==> src/design/sti_pkg.sv <==
`default_nettype none
// ---------------------------------------------------------------------------
// sti_pkg: shared types, constants and microprogram
// Holds the ALU request type, the state encodings, the register file map and
// the microprogram that the sequencer of the segment/triangle test runs.
// ---------------------------------------------------------------------------
package sti_pkg;

	// Field widths of the point and result channels.
	localparam int COORD_WIDTH_DEF = 16;
	localparam int FIELD_W         = 16;
	localparam int SLOT_W          = 3;
	localparam logic [SLOT_W-1:0] LAST_SLOT = 3'd4;

	// Register file geometry.
	localparam int RF_DEPTH = 64;
	localparam int RF_AW    = 6;

	// Register file map. Slots 0..4 hold S, E, A, B and C as x, y, z triples.
	localparam int R_S   = 0;
	localparam int R_E   = 3;
	localparam int R_A   = 6;
	localparam int R_B   = 9;
	localparam int R_C   = 12;
	localparam int R_BA  = 15;
	localparam int R_CA  = 18;
	localparam int R_N   = 21;
	localparam int R_SA  = 24;
	localparam int R_EA  = 27;
	localparam int R_D1  = 30;
	localparam int R_D2  = 31;
	localparam int R_DEN = 32;
	localparam int R_DIR = 33;
	localparam int R_P   = 36;
	localparam int R_ED  = 39;
	localparam int R_CR  = 42;
	localparam int R_PF  = 45;
	localparam int R_T   = 48;

	typedef enum logic [1:0] {ALU_ADD, ALU_SUB, ALU_MAC, ALU_DIV} alu_op_t;

	// Request to the shared ALU: operation, negate product, clear accumulator.
	typedef struct packed {
		alu_op_t op;
		logic    neg;
		logic    clr;
	} alu_req_t;

	typedef enum logic [2:0] {
		AS_IDLE, AS_MUL, AS_DIVN, AS_DIVD, AS_DIVI, AS_DIVF, AS_DONE
	} alu_state_t;

	typedef enum logic [2:0] {
		SQ_IDLE, SQ_WR, SQ_FETCH, SQ_ISSUE, SQ_WAIT, SQ_OUT
	} seq_state_t;

	typedef enum logic [1:0] {U_ALU, U_CHKD, U_CHKE, U_END} uop_t;

	typedef struct packed {
		uop_t             kind;
		alu_req_t         req;
		logic             wr;
		logic [RF_AW-1:0] ra;
		logic [RF_AW-1:0] rb;
		logic [RF_AW-1:0] rd;
	} instr_t;

	localparam int PROG_LEN = 87;
	localparam int PC_W     = 7;

	typedef instr_t [PROG_LEN-1:0] prog_t;

	function automatic instr_t mk(uop_t kind, alu_op_t op, int ra, int rb, int rd,
			logic neg, logic clr, logic wr);
		instr_t t;
		t.kind    = kind;
		t.req.op  = op;
		t.req.neg = neg;
		t.req.clr = clr;
		t.wr      = wr;
		t.ra      = RF_AW'(ra);
		t.rb      = RF_AW'(rb);
		t.rd      = RF_AW'(rd);
		return t;
	endfunction

	function automatic instr_t op_sub(int ra, int rb, int rd);
		return mk(U_ALU, ALU_SUB, ra, rb, rd, 1'b0, 1'b0, 1'b1);
	endfunction

	function automatic instr_t op_add(int ra, int rb, int rd);
		return mk(U_ALU, ALU_ADD, ra, rb, rd, 1'b0, 1'b0, 1'b1);
	endfunction

	function automatic instr_t op_div(int ra, int rb, int rd);
		return mk(U_ALU, ALU_DIV, ra, rb, rd, 1'b0, 1'b0, 1'b1);
	endfunction

	// Multiply-accumulate: ra is the short factor, rb the wide one.
	function automatic instr_t op_mac(int ra, int rb, int rd, logic neg, logic clr, logic wr);
		return mk(U_ALU, ALU_MAC, ra, rb, rd, neg, clr, wr);
	endfunction

	function automatic instr_t op_ctl(uop_t kind, int ra, int rb);
		return mk(kind, ALU_ADD, ra, rb, 0, 1'b0, 1'b0, 1'b0);
	endfunction

	// Builds the microprogram of the full test.
	function automatic prog_t build_prog();
		prog_t p;
		int    i;
		int    k1;
		int    k2;
		int    fb;
		int    tb;
		p = '0;
		i = 0;
		// Triangle edge vectors B-A and C-A.
		for (int k = 0; k < 3; k++) begin
			p[i] = op_sub(R_B + k, R_A + k, R_BA + k);
			i++;
		end
		for (int k = 0; k < 3; k++) begin
			p[i] = op_sub(R_C + k, R_A + k, R_CA + k);
			i++;
		end
		// Unnormalized normal n = (B-A) x (C-A).
		for (int k = 0; k < 3; k++) begin
			k1 = (k + 1) % 3;
			k2 = (k + 2) % 3;
			p[i]     = op_mac(R_BA + k1, R_CA + k2, R_N + k, 1'b0, 1'b1, 1'b0);
			p[i + 1] = op_mac(R_BA + k2, R_CA + k1, R_N + k, 1'b1, 1'b0, 1'b1);
			i += 2;
		end
		// Endpoint offsets from A and plane distances.
		for (int k = 0; k < 3; k++) begin
			p[i] = op_sub(R_S + k, R_A + k, R_SA + k);
			i++;
		end
		for (int k = 0; k < 3; k++) begin
			p[i] = op_sub(R_E + k, R_A + k, R_EA + k);
			i++;
		end
		for (int k = 0; k < 3; k++) begin
			p[i] = op_mac(R_SA + k, R_N + k, R_D1, 1'b0, k == 0, k == 2);
			i++;
		end
		for (int k = 0; k < 3; k++) begin
			p[i] = op_mac(R_EA + k, R_N + k, R_D2, 1'b0, k == 0, k == 2);
			i++;
		end
		p[i] = op_ctl(U_CHKD, R_D1, R_D2);
		i++;
		// Crossing point P = S + trunc(dir * -d1 / (d2 - d1)).
		p[i] = op_sub(R_D2, R_D1, R_DEN);
		i++;
		for (int k = 0; k < 3; k++) begin
			p[i] = op_sub(R_E + k, R_S + k, R_DIR + k);
			i++;
		end
		for (int k = 0; k < 3; k++) begin
			p[i]     = op_mac(R_DIR + k, R_D1, R_T, 1'b1, 1'b1, 1'b1);
			p[i + 1] = op_div(R_T, R_DEN, R_T);
			p[i + 2] = op_add(R_S + k, R_T, R_P + k);
			i += 3;
		end
		// Edge-side tests on A->B, B->C and C->A.
		for (int e = 0; e < 3; e++) begin
			fb = (e == 0) ? R_A : ((e == 1) ? R_B : R_C);
			tb = (e == 0) ? R_B : ((e == 1) ? R_C : R_A);
			for (int k = 0; k < 3; k++) begin
				p[i] = op_sub(tb + k, fb + k, R_ED + k);
				i++;
			end
			for (int k = 0; k < 3; k++) begin
				k1 = (k + 1) % 3;
				k2 = (k + 2) % 3;
				p[i]     = op_mac(R_ED + k2, R_N + k1, R_CR + k, 1'b0, 1'b1, 1'b0);
				p[i + 1] = op_mac(R_ED + k1, R_N + k2, R_CR + k, 1'b1, 1'b0, 1'b1);
				i += 2;
			end
			for (int k = 0; k < 3; k++) begin
				p[i] = op_sub(R_P + k, fb + k, R_PF + k);
				i++;
			end
			for (int k = 0; k < 3; k++) begin
				p[i] = op_mac(R_PF + k, R_CR + k, R_T, 1'b0, k == 0, k == 2);
				i++;
			end
			p[i] = op_ctl(U_CHKE, R_T, R_T);
			i++;
		end
		p[i] = op_ctl(U_END, 0, 0);
		return p;
	endfunction

	localparam prog_t PROG = build_prog();

endpackage
`default_nettype wire

==> src/design/sti_alu.sv <==
`default_nettype none
// ---------------------------------------------------------------------------
// sti_alu: shared arithmetic unit
// One wide adder serves add, subtract, a bit-serial multiply-accumulate and
// a restoring divide that truncates toward zero.
// ---------------------------------------------------------------------------
module sti_alu #(
	parameter int COORD_WIDTH = sti_pkg::COORD_WIDTH_DEF
) (
	input  wire logic              clk,
	input  wire logic              arst_n,
	input  wire logic              start,
	input  wire sti_pkg::alu_req_t req,
	input  wire logic [4*COORD_WIDTH+7:0] opa,
	input  wire logic [4*COORD_WIDTH+7:0] opb,
	output logic                   done,
	output logic [4*COORD_WIDTH+7:0] result
);

	localparam int ACC_W = 4 * COORD_WIDTH + 8;
	localparam int SW    = COORD_WIDTH + 1;
	localparam int CNT_W = $clog2(ACC_W);

	sti_pkg::alu_state_t state_q, state_d;
	sti_pkg::alu_req_t   req_q;
	logic [ACC_W-1:0]    acc_q;
	logic [ACC_W-1:0]    mcand_q;
	logic [SW-1:0]       mplier_q;
	logic [ACC_W-1:0]    num_q;
	logic [ACC_W-1:0]    den_q;
	logic [ACC_W-1:0]    rem_q;
	logic [ACC_W-1:0]    res_q;
	logic [CNT_W-1:0]    cnt_q;
	logic                qneg_q;

	logic [ACC_W-1:0] add_x;
	logic [ACC_W-1:0] add_y;
	logic             add_sub;
	logic [ACC_W:0]   add_full;
	logic [ACC_W-1:0] sum;
	logic             carry;
	logic [ACC_W-1:0] rsh;
	logic             mul_last;
	logic             div_last;

	assign mul_last = (cnt_q == CNT_W'(SW - 1));
	assign div_last = (cnt_q == CNT_W'(ACC_W - 1));
	assign rsh      = {rem_q[ACC_W-2:0], num_q[ACC_W-1]};

	// The one shared adder.
	assign add_full = {1'b0, add_x} + {1'b0, add_y ^ {ACC_W{add_sub}}} + (ACC_W+1)'(add_sub);
	assign sum      = add_full[ACC_W-1:0];
	assign carry    = add_full[ACC_W];

	// Next state.
	always_comb begin
		state_d = state_q;
		case (state_q)
			sti_pkg::AS_IDLE: begin
				if (start) begin
					case (req.op)
						sti_pkg::ALU_MAC: state_d = sti_pkg::AS_MUL;
						sti_pkg::ALU_DIV: state_d = sti_pkg::AS_DIVN;
						default:          state_d = sti_pkg::AS_DONE;
					endcase
				end
			end
			sti_pkg::AS_MUL:  if (mul_last) state_d = sti_pkg::AS_DONE;
			sti_pkg::AS_DIVN: state_d = sti_pkg::AS_DIVD;
			sti_pkg::AS_DIVD: state_d = sti_pkg::AS_DIVI;
			sti_pkg::AS_DIVI: if (div_last) state_d = sti_pkg::AS_DIVF;
			sti_pkg::AS_DIVF: state_d = sti_pkg::AS_DONE;
			sti_pkg::AS_DONE: state_d = sti_pkg::AS_IDLE;
			default:          state_d = sti_pkg::AS_IDLE;
		endcase
	end

	// Adder operand selection and outputs.
	always_comb begin
		add_x   = '0;
		add_y   = '0;
		add_sub = 1'b0;
		case (state_q)
			sti_pkg::AS_IDLE: begin
				add_x   = opa;
				add_y   = opb;
				add_sub = (req.op == sti_pkg::ALU_SUB);
			end
			sti_pkg::AS_MUL: begin
				// The sign bit of the short factor carries negative weight.
				add_x   = acc_q;
				add_y   = mcand_q;
				add_sub = mul_last ^ req_q.neg;
			end
			sti_pkg::AS_DIVN, sti_pkg::AS_DIVF: begin
				add_y   = num_q;
				add_sub = 1'b1;
			end
			sti_pkg::AS_DIVD: begin
				add_y   = den_q;
				add_sub = 1'b1;
			end
			sti_pkg::AS_DIVI: begin
				add_x   = rsh;
				add_y   = den_q;
				add_sub = 1'b1;
			end
			default: begin
				add_sub = 1'b0;
			end
		endcase
	end

	assign done   = (state_q == sti_pkg::AS_DONE);
	assign result = res_q;

	// Control state.
	always_ff @(posedge clk or negedge arst_n) begin
		if (!arst_n) begin
			state_q <= sti_pkg::AS_IDLE;
			cnt_q   <= '0;
		end else begin
			state_q <= state_d;
			case (state_q)
				sti_pkg::AS_IDLE: cnt_q <= '0;
				sti_pkg::AS_DIVD: cnt_q <= '0;
				sti_pkg::AS_MUL, sti_pkg::AS_DIVI: cnt_q <= cnt_q + 1'b1;
				default: cnt_q <= cnt_q;
			endcase
		end
	end

	// Datapath registers.
	always_ff @(posedge clk) begin
		case (state_q)
			sti_pkg::AS_IDLE: begin
				if (start) begin
					req_q    <= req;
					mcand_q  <= opb;
					mplier_q <= opa[SW-1:0];
					num_q    <= opa;
					den_q    <= opb;
					qneg_q   <= opa[ACC_W-1] ^ opb[ACC_W-1];
					res_q    <= sum;
					if (req.op == sti_pkg::ALU_MAC && req.clr) begin
						acc_q <= '0;
					end
				end
			end
			sti_pkg::AS_MUL: begin
				if (mplier_q[0]) begin
					acc_q <= sum;
				end
				if (mul_last) begin
					res_q <= mplier_q[0] ? sum : acc_q;
				end
				mcand_q  <= {mcand_q[ACC_W-2:0], 1'b0};
				mplier_q <= {1'b0, mplier_q[SW-1:1]};
			end
			sti_pkg::AS_DIVN: begin
				if (num_q[ACC_W-1]) begin
					num_q <= sum;
				end
				rem_q <= '0;
			end
			sti_pkg::AS_DIVD: begin
				if (den_q[ACC_W-1]) begin
					den_q <= sum;
				end
			end
			sti_pkg::AS_DIVI: begin
				rem_q <= carry ? sum : rsh;
				num_q <= {num_q[ACC_W-2:0], carry};
			end
			sti_pkg::AS_DIVF: begin
				res_q <= qneg_q ? sum : num_q;
			end
			default: begin
				res_q <= res_q;
			end
		endcase
	end

endmodule
`default_nettype wire

==> config.mk <==
export PLATFORM = sky130hd
export DESIGN_NAME = sti_alu
export DESIGN_NICKNAME = d
export VERILOG_FILES = /design/src/design/sti_pkg.sv /design/src/design/sti_alu.sv
export SDC_FILE = /design/constraint.sdc
export NUM_CORES = 1
export LEC_CHECK = 0
export BUFFER_PORTS_ARGS = -buffer_cell sky130_fd_sc_hd__clkbuf_2
export CAP_MARGIN = 20
export CORE_UTILIZATION = 35
export DETAILED_ROUTE_END_ITERATION = 10
export GPL_ROUTABILITY_DRIVEN = 0
export GPL_TIMING_DRIVEN = 1
export PLACE_DENSITY_LB_ADDON = 0.3
export SETUP_SLACK_MARGIN = 0.4
export SLEW_MARGIN = 40
export SYNTH_ARGS = -nofsm -noshare
export SYNTH_HDL_FRONTEND = slang
export SYNTH_SLANG_ARGS = --single-unit
==> constraint.sdc <==
create_clock -name clk -period 11 [get_ports clk]
set_clock_uncertainty 0.05 [all_clocks]
set_input_delay 1.65 -clock clk [delete_from_list [all_inputs] [get_ports clk]]
set_output_delay 1.65 -clock clk [all_outputs]
set_load 0.01 [all_outputs]
# Yosys cells after proc, flatten, opt, wreduce, memory -nomap -nowiden
# Cells that the tools add are included.
# totals
output_inout_bits	73
regBits	460
in_bits	151
elab_cells	86
# classes
n_addsub	3
bitwise	3
n_mux	28
n_eq_ne	17
reduce_logical	22
# op_table
op	n
two-way mux 72 bit	10
case mux 72 bit (3 select lines)	3
case mux 72 bit (2 select lines)	3
case mux 72 bit (4 select lines)	1
case mux 71 bit (2 select lines)	1
adder 72 x 72 -> 73 bit	1
adder 73 x 1 -> 73 bit	1
bitwise XOR 72 bit	1
two-way mux 71 bit	1
case mux 17 bit (2 select lines)	1
case mux 3 bit (6 select lines)	1
two-way mux 17 bit	1
AND reduction 3 bit	5
case mux 7 bit (2 select lines)	1
inequality test 2 bit (second input constant)	6
== test 3 bit (second input constant)	3
two-way mux 3 bit	3
AND reduction 2 bit	4
nonzero test 2 bit	4
OR reduction 2 bit	4
adder 7 x 1 -> 7 bit (second input constant)	1
== test 7 x 5 -> 1 bit (second input constant)	1
== test 7 bit (second input constant)	1
== test 3 x 2 -> 1 bit (second input constant)	2
other kinds (10)	13

# Logic depth before layout (Yosys ltp)
# Gate-level depths: netlist (run 1).
# depth
depth_word	9
ltp_mapped	25
depth_no_buf	20

# Worst setup path after synthesis (run 1)
# No wires, ideal clock.
# synth_timing
kind	input to register
from	input port req[2] (netlist bit)
to	register rem_q[0] (data pin)
path_buffers	4
required_ns	10.684
setup_ns	0.266
arrival_time_ns	5.965
slack_ns	4.719
path_stages	21
cell_sequence	inv_1 -> nor3_1 -> o31a_1 -> clkbuf_1 -> buf_1 -> xnor2_1 -> ha_1 -> clkbuf_2 -> and4_1 -> and3_1 -> o21ai_1 -> a21oi_1 -> a311oi_1 -> o221ai_2 -> a31oi_1 -> o31ai_2 -> nand3_1 -> a221oi_2 -> buf_2 -> mux2i_1 -> nor2_1
# synth_between
elab_chain_len	7
# synth_rtl
element	line_no	source
start: declaration	sti_alu.sv:13	input wire sti_pkg::alu_req_t req,
== test 2 x 1 -> 1 bit (*)	sti_alu.sv:87	add_sub = (req.op == sti_pkg::ALU_SUB);
case mux 1 bit (3 select lines) (*)	sti_alu.sv:83	case (state_q)
bitwise XOR 72 bit	sti_alu.sv:51	assign add_full = {1'b0, add_x} + {1'b0, add_y ^ {ACC_W{add_sub}}} + (ACC_W+1)'(add_sub);
adder 72 x 72 -> 73 bit	sti_alu.sv:51	
adder 73 x 1 -> 73 bit (*)	sti_alu.sv:51	
two-way mux 71 bit (*)	sti_alu.sv:172	rem_q <= carry ? sum : rsh;
case mux 71 bit (2 select lines) (*)	sti_alu.sv:135	case (state_q)
end signal: assignment	sti_alu.sv:172	
end: declaration	sti_alu.sv:31	logic [ACC_W-1:0] rem_q;
# Every way passes the cells marked *; elsewhere a longest branch is shown, timed or not.
# A chain may end at the register's enable or synchronous reset.

# Worst setup path after layout (run 1)
# layout_timing
from	register state_q[0]
to	register rem_q[65] (data pin)
# layout_between
elab_chain_len	8
elab_cells_between_ends	17
classes_between	add/sub: 2; eq/ne: 5; mux: 5; bitwise: 1; reduce/logical: 4
# layout_rtl
element	line_no	source
start: declaration	sti_alu.sv:24	sti_pkg::alu_state_t state_q, state_d;
start signal: assignment	sti_alu.sv:120	state_q <= sti_pkg::AS_IDLE;
start signal: assignment	sti_alu.sv:123	state_q <= state_d;
== test 3 x 2 -> 1 bit (tied with other cells)	sti_alu.sv:83	
OR reduction 4 bit (no source line) or OR reduction 2 bit (tied branches)	--	
case mux 1 bit (3 select lines) or case mux 72 bit (4 select lines) (tied branches)	sti_alu.sv:83	
bitwise XOR 72 bit	sti_alu.sv:51	
adder 72 x 72 -> 73 bit	sti_alu.sv:51	
adder 73 x 1 -> 73 bit	sti_alu.sv:51	
two-way mux 71 bit	sti_alu.sv:172	
case mux 71 bit (2 select lines) (*)	sti_alu.sv:135	
# Marks and branches as above.

==> results.sh, run 1 <==
export IMPL_critPathBufInv=3
export IMPL_final_util_pct=40.4
export IMPL_ys_flop_type="edfxtp_1"
export IMPL_placed_cells=4281
export IMPL_drive_above_1_share_pct=15.1
export IMPL_vias=25900
export IMPL_holdBufCountCts=0
export IMPL_min_from="mplier_q[16]$_SDFFCE_PP0P_"
export IMPL_period_share_pct=69.3
export IMPL_drv_cap=0
export IMPL_crit_slowest_cell="dfrtp_4"
export IMPL_cp_cell_sequence="buf_4 > buf_6 > mux4_2 > a21oi_1 > xnor2_1 > ha_1 > and4_1 > and3_1 > o21ai_1 > a21oi_1 > a311oi_1 > o221ai_2 > a31oi_1 > o31ai_2 > nand3_1 > a221oi_4 > buf_4 > nand2_1 > o21ai_0"
export IMPL_path_delay_family="compound AO/OA/AOI/OAI gates"
export IMPL_dp_hpwl_um=73600
export IMPL_avgSynthCellArea_sq_um=9.92
export IMPL_final_instance_count_excl_fill=4390
export IMPL_cts_sink_count=460
export IMPL_io_buffers=223
export IMPL_hold_slack_ns=0.459
export IMPL_rr_endpoint="rem_q[65]$_SDFFCE_PP0N_"
export IMPL_clk_pin_slew_ns=0.06
export IMPL_grt_max_degree=73
export IMPL_cts_root_buf="clkbuf_16"
export IMPL_yosys_warnings=0
export IMPL_ctsHtreeMaxLevel=2
export IMPL_crit_path_start_kind="flip-flop"
export IMPL_ant_nets=0
export IMPL_holdPathStages=2
export IMPL_numCtsBuffers=52
export IMPL_busiest_layer="met2"
export IMPL_die_height_um=297
export IMPL_clkLatencyLatePin_ns=0.64
export IMPL_hold_viol=0
export IMPL_grt_use_met2_pct=38.0
export IMPL_crit_required_ns=11.41
export IMPL_cts_resized_gates=0
export IMPL_path_max_fanout=50
export IMPL_path_class="flip-flop to flip-flop"
export IMPL_drv_slew=0
export IMPL_clk_path_buf_depth=3
export IMPL_min_path_type="flip-flop to flip-flop"
export IMPL_grt_pass1_wl_um=164000
export IMPL_ios=224
export IMPL_max_stage_delay_ns=0.76
export IMPL_fp_dieW_um=297
export IMPL_setup_tns_final_ns=0
export IMPL_worstPathArrival_ns=8.03
export IMPL_synth_edf_count=450
export IMPL_setup_violations=0
export IMPL_routed_via_density=5.90
export IMPL_fmax_ghz=0.131
export IMPL_nFillCells=8412
export IMPL_die_area_sq_um=88400
export IMPL_synth_seq_cells=460
export IMPL_hold_end="mplier_q[15]$_DFFE_PP_"
export IMPL_synthCells=3078
export IMPL_grt_met1_usage_pct=33.5
export IMPL_fp_row_count=107
export IMPL_grt_ovfl_total=0
export IMPL_antenna_found_initial=14
export IMPL_wl_um=109000
export IMPL_area_growth_pct=13.5
export IMPL_r2r_setup_slack_ns=3.37
export IMPL_drc=0
export IMPL_synth_area_sq_um=30500
export IMPL_grt_pass1_vias=24900
export IMPL_cp_end_kind="flip-flop"
export IMPL_groute_layer_met3_usage_pct=4.15
export IMPL_core_area_sq_um=85800
export IMPL_tightest_slew_ns=0.952
export IMPL_run_status="finished clean"
export IMPL_initial_utilization_pct=35.6
export IMPL_drt_iter0_drc=3045
export IMPL_drtPass1Iterations=8
export IMPL_rsz0062_at_grt="false"
export IMPL_grt_total_usage_pct=24.1
export IMPL_synthArstFlopShare_pct=2.17
export IMPL_cts_tree="yes"
export IMPL_synthDistinctLibCells=81
export IMPL_min_period_ns=7.63
export IMPL_timing_rr_start="state_q[0]$_DFFE_PN0P_"
export IMPL_num_nets_final=3418
export IMPL_wire_per_inst_um=24.8
export IMPL_reg2regPathDepth=19
export IMPL_synth_seq_area_share_pct=45.1
export IMPL_relSlewSlack_pct=36.1
export IMPL_synth_fp_nets=3303
export IMPL_postCtsSetupBuffers=0
-- worst max-delay path by stage --
stage,from,endpoint,slack [ns],cells after the start
finish,state_q[0]$_DFFE_PN0P_,rem_q[65]$_SDFFCE_PP0N_,3.37,19
global route,state_q[0]$_DFFE_PN0P_,rem_q[67]$_SDFFCE_PP0N_,2.96,19
CTS,state_q[0]$_DFFE_PN0P_,rem_q[65]$_SDFFCE_PP0N_,3.21,19
detailed placement,req[3],rem_q[65]$_SDFFCE_PP0N_,2.99,18
global placement,req[3],rem_q[65]$_SDFFCE_PP0N_,2.96,19
floorplan,req[2],rem_q[0]$_SDFFCE_PP0N_,4.72,21
-- layout make-up --
| class | count | area (sq um) | area share [%] |
|---|---|---|---|
| antenna | 9 | 22.5 | 0.0650 |
| clock buffer | 62 | 1360 | 3.92 |
| clock inverter | 36 | 313 | 0.903 |
| inverter | 103 | 388 | 1.12 |
| multi-input combinational | 2294 | 15700 | 45.3 |
| sequential | 460 | 13800 | 39.7 |
| tap | 1144 | 1430 | 4.13 |
| timing repair buffer | 282 | 1680 | 4.84 |
-- synthesized netlist by cell type (4+ instances only) --
| cell type | instances | area, sq um |
|---|---|---|
| a211oi_1 | 13 | 97.6 |
| a21boi_0 | 7 | 52.6 |
| a21o_1 | 29 | 218 |
| a21oi_1 | 278 | 1390 |
| a221o_1 | 20 | 200 |
| a222oi_1 | 63 | 631 |
| a22o_1 | 70 | 613 |
| a22oi_1 | 54 | 405 |
| a311oi_1 | 4 | 35.0 |
| a31oi_1 | 11 | 68.8 |
| and2_1 | 7 | 43.8 |
| and3_1 | 10 | 62.6 |
| buf_1 | 48 | 180 |
| buf_4 | 5 | 37.5 |
| clkbuf_1 | 162 | 608 |
| dfrtp_1 | 10 | 250 |
| edfxtp_1 | 450 | 13500 |
| ha_1 | 73 | 913 |
| inv_1 | 101 | 379 |
| mux2_2 | 5 | 56.3 |
| mux2i_1 | 252 | 2520 |
| mux4_2 | 71 | 1600 |
| nand2_1 | 435 | 1630 |
| nand2b_1 | 11 | 68.8 |
| nand3_1 | 33 | 165 |
| nand4_1 | 15 | 93.8 |
| nor2_1 | 419 | 1570 |
| nor2b_1 | 13 | 81.3 |
| nor3_1 | 14 | 70.1 |
| nor4_1 | 5 | 31.3 |
| o211ai_1 | 7 | 52.6 |
| o21a_1 | 8 | 60.1 |
| o21ai_0 | 106 | 531 |
| o21ai_1 | 5 | 25.0 |
| o21bai_1 | 24 | 180 |
| o22ai_1 | 22 | 138 |
| o31ai_1 | 8 | 60.1 |
| or3_1 | 9 | 56.3 |
| xnor2_1 | 115 | 1010 |
| xor2_1 | 24 | 210 |
-- cells in the final DEF, fill, tap and decap left out, types with 53 or more instances in the layout --
cell	count
edfxtp_1	450
nand2_1	428
nor2_1	409
a21oi_1	276
mux2i_1	252
clkbuf_2	223
xnor2_1	115
o21ai_0	106
inv_1	99
ha_1	73
mux4_2	71
a22o_1	70
a222oi_1	63
a22oi_1	54
clkbuf_16	53
-- cells by family after synthesis --
kind of cell | after synthesis | synth area share, %
flops | 460 | 45.1
fa+ha+maj | 74 | 3.06
xor+xnor | 140 | 4.04
mux | 329 | 13.7
compound gates | 769 | 17.0
simple gates | 982 | 13.0
buf+inv | 324 | 4.11
-- per-stage QoR --
step	instance area (sq um)	worst slack, ns
floorplan	30500	4.72
finish	34700	3.37
CTS	34600	3.21
detailed placement	32900	2.99
global placement	32800	2.96
global route	34700	2.96
-- routing by layer --
metal | routed length (um) | part of all wire, % | vias to the layer above
met5 | 68 | 0.062 | -
li1 | - | - | 11700
met1 | 45600 | 42 | 12800
met2 | 50000 | 46 | 1278
met3 | 10200 | 9.4 | 171
met4 | 2980 | 2.7 | 10
-- worst min-delay path, delay by kind of cell (launching register included) --
family / cells / cell delay, ns
simple gates: 2 / 0.08
flops: 1 / 0.32
-- sequential cells by signal (all words and copies together) (netlist names), 7 cells and up --
register  flops
result       72
cnt_q         7
rem_q        71
acc_q        72
den_q        72
mcand_q      72
num_q        72
mplier_q     17
Power of run 1 is left out: the tool's default activity adds up to more than one toggle a clock period on the data nets, which glitch-free logic cannot reach.
==> run 2: changes to the inputs <==
--- a/config.mk
+++ b/config.mk
@@ -5,6 +5,7 @@
 export SDC_FILE = /design/constraint.sdc
 export NUM_CORES = 1
 export LEC_CHECK = 0
+export ABC_AREA = 1
 export BUFFER_PORTS_ARGS = -buffer_cell sky130_fd_sc_hd__clkbuf_2
 export CAP_MARGIN = 20
 export CORE_UTILIZATION = 35
==> constraint.sdc (replaced) <==
create_clock -name clk -period 7.91 [get_ports clk]
set_clock_uncertainty 0.05 [all_clocks]
set_input_delay 1.1865 -clock clk [delete_from_list [all_inputs] [get_ports clk]]
set_output_delay 1.1865 -clock clk [all_outputs]
set_load 0.01 [all_outputs]
==> run 2 against run 1 <==
Net effect:
- design area decreased by 2.9%
- worst setup slack got worse by 1.7 ns
- cell count increased by 12%
- synthesized cell count increased by 17%
- first-iteration DRC count decreased by 7.4%
- die area decreased by 2.9%
- clock-buffer cell count decreased by 5
- synthesized area decreased by 2.9%
- fmax increased by 22%
- via count increased by 4.6%
- critical endpoint is now num_q[60]$_DFFE_PP_
- highest routed layer is now met4
==> results.sh, run 2 <==
export IMPL_run_status="finished clean"
export IMPL_vias=27100
export IMPL_path_class="flip-flop to flip-flop"
export IMPL_crit_path_start_kind="flip-flop"
export IMPL_area_growth_pct=13.5
export IMPL_synthCells=3601
export IMPL_ios=224
export IMPL_synthXorXnorAreaFrac_pct=4.01
export IMPL_fp_dieW_um=293
export IMPL_path_max_fanout=52
export IMPL_drtPass1Iterations=6
export IMPL_avgSynthCellArea_sq_um=8.23
export IMPL_hold_viol=0
export IMPL_synth_area_top_cells="edfxtp_1 (46%), nand2_1 (11%), inv_1 (7.3%)"
export IMPL_final_common_cell="nand2_1"
export IMPL_synthTopCellsByCount="nand2_1 (881), inv_1 (579), edfxtp_1 (450)"
export IMPL_reg2regPathDepth=22
export IMPL_drive_above_1_share_pct=10.9
export IMPL_drv_slew=0
export IMPL_cts_root_buf="clkbuf_16"
export IMPL_min_period_ns=6.23
export IMPL_synth_edf_count=450
export IMPL_initial_utilization_pct=35.4
export IMPL_drt_iter0_drc=2819
export IMPL_grt_pass1_wl_um=163000
export IMPL_synth_compound_area_share_pct=19.2
export IMPL_relSlewSlack_pct=38.6
export IMPL_period_share_pct=78.7
export IMPL_path_delay_family="simple AND/OR/NAND/NOR gates"
export IMPL_rsz0062_at_grt="false"
export IMPL_grt_pass1_vias=25500
export IMPL_numCtsBuffers=53
export IMPL_worstPathArrival_ns=6.49
export IMPL_ant_nets=0
export IMPL_clkLatencyLatePin_ns=0.64
export IMPL_cts_resized_gates=0
export IMPL_clk_path_buf_depth=3
export IMPL_die_area_sq_um=85900
export IMPL_drc=0
export IMPL_grt_max_degree=89
export IMPL_synth_top_family_by_area="compound AO/OA/AOI/OAI gates"
export IMPL_synth_adder_area_share_pct=3.15
export IMPL_min_path_type="primary input to asynchronous set/reset pin"
export IMPL_wl_um=109000
export IMPL_dp_hpwl_um=76200
export IMPL_cts_sink_count=460
export IMPL_holdBufCountCts=0
export IMPL_yosysMostFrequentCell="nand2_1"
export IMPL_cp_end_kind="flip-flop"
export IMPL_routed_via_density=5.50
export IMPL_postCtsSetupBuffers=0
export IMPL_die_height_um=293
export IMPL_crit_required_ns=8.17
export IMPL_tightest_slew_ns=0.921
export IMPL_fmax_ghz=0.161
export IMPL_io_buffers=223
export IMPL_yosys_area_top_type_share_pct=45.6
export IMPL_startpoint="state_q[1]$_DFFE_PN0P_"
export IMPL_synth_top_area_cell="edfxtp_1"
export IMPL_grt_ovfl_total=0
export IMPL_synthArstFlopShare_pct=2.17
export IMPL_synthSimpleGateAreaFrac_pct=17.4
export IMPL_yosys_warnings=0
export IMPL_max_stage_delay_ns=0.64
export IMPL_crit_end="num_q[60]$_DFFE_PP_"
export IMPL_clk_pin_slew_ns=0.06
export IMPL_critPathBufInv=4
export IMPL_crit_cells=22
export IMPL_synth_area_sq_um=29700
export IMPL_grt_total_usage_pct=24.9
export IMPL_synth_fp_nets=3826
export IMPL_timing_rr_start="state_q[1]$_DFFE_PN0P_"
export IMPL_setup_tns_final_ns=0
export IMPL_setup_violations=0
export IMPL_wire_per_inst_um=22.2
export IMPL_nFillCells=8624
export IMPL_cp_cell_sequence="nor2_2 > nand2_4 > nor3_1 > nor2_2 > nand2_4 > buf_4 > xor2_1 > ha_1 > nand2_1 > nor2_1 > inv_1 > nor2_1 > inv_1 > nor3_1 > nand3_1 > nand3_1 > nand2_1 > o211ai_1 > xnor2_1 > inv_1 > nand2_1 > o221ai_1"
export IMPL_synth_area_mux_share_pct=0
export IMPL_rr_endpoint="num_q[60]$_DFFE_PP_"
export IMPL_synth_seq_area_share_pct=46.4
export IMPL_crit_slowest_cell="buf_4"
export IMPL_r2r_setup_slack_ns=1.68
export IMPL_synthDistinctLibCells=55
export IMPL_ctsHtreeMaxLevel=2
export IMPL_synth_seq_cells=460
export IMPL_mostFrequentLayoutCells="nand2_1 (873), inv_1 (578), edfxtp_1 (450)"
export IMPL_antenna_found_initial=1
export IMPL_core_area_sq_um=83700
export IMPL_drv_cap=0
export IMPL_fp_row_count=106
export IMPL_num_nets_final=3972
export IMPL_cts_tree="yes"
export IMPL_ys_flop_type="edfxtp_1"
[run 2: how the worst min path moves through the flow]
stage | depth (start not counted) | to
final | 1 | state_q[0]$_DFFE_PN0P_
after global routing | 1 | cnt_q[6]$_DFFE_PN0P_
after CTS | 1 | state_q[0]$_DFFE_PN0P_
after detailed placement | 2 | mplier_q[13]$_DFFE_PP_
after global placement | 2 | mplier_q[12]$_DFFE_PP_
after floorplan | 2 | mplier_q[2]$_DFFE_PP_
[run 2: kinds of logic (layout without fill, tap and decap cells)]
| group | count (synthesis) | in the layout |
|---|---|---|
| other | 0 | 1 |
| AND/OR/NAND/NOR | 1274 | 1274 |
| buffers and inverters | 765 | 952 |
| flip-flops | 460 | 460 |
| adder cells (fa/ha/maj) | 74 | 74 |
| AO/OA/AOI/OAI | 899 | 899 |
| XOR/XNOR | 129 | 129 |
[run 2: layer usage]
| layer | up-vias | wire [um] | global-route usage [%] |
|---|---|---|---|
| met3 | 215 | 9650 | 3.77 |
| met1 | 12900 | 47500 | 35.1 |
| met5 | - | 0 | 0 |
| met2 | 1364 | 48000 | 38.6 |
| li1 | 12700 | - | - |
| met4 | 0 | 4080 | 9.09 |
[run 2: final cells by class]
type | count | area [sq um] | share of cell area [%]
antenna | 1 | 2.50 | 0.00744
clock buffer | 57 | 1360 | 4.05
multi-input combinational | 2376 | 13100 | 39.0
timing repair buffer | 261 | 1440 | 4.27
tap | 1134 | 1420 | 4.22
inverter | 595 | 2240 | 6.66
clock inverter | 39 | 313 | 0.930
sequential | 460 | 13800 | 40.9
[run 2: stage by stage]
step / setup slack (ns) / hold WS (ns) / std cells / util (%) / cell area, sq um
after floorplan: 2.37 / 0.444 / 3601 / - / 29700
after global placement: 1.84 / 0.452 / 4826 / 38.2 / 31900
after detailed placement: 1.79 / 0.464 / 4826 / 38.2 / 32000
after CTS: 1.81 / 0.385 / 4922 / 40.2 / 33600
after global routing: 1.30 / 0.404 / 4922 / 40.2 / 33600
final: 1.68 / 0.396 / 4923 / 40.2 / 33600
Power of run 2 is left out for the same reason.
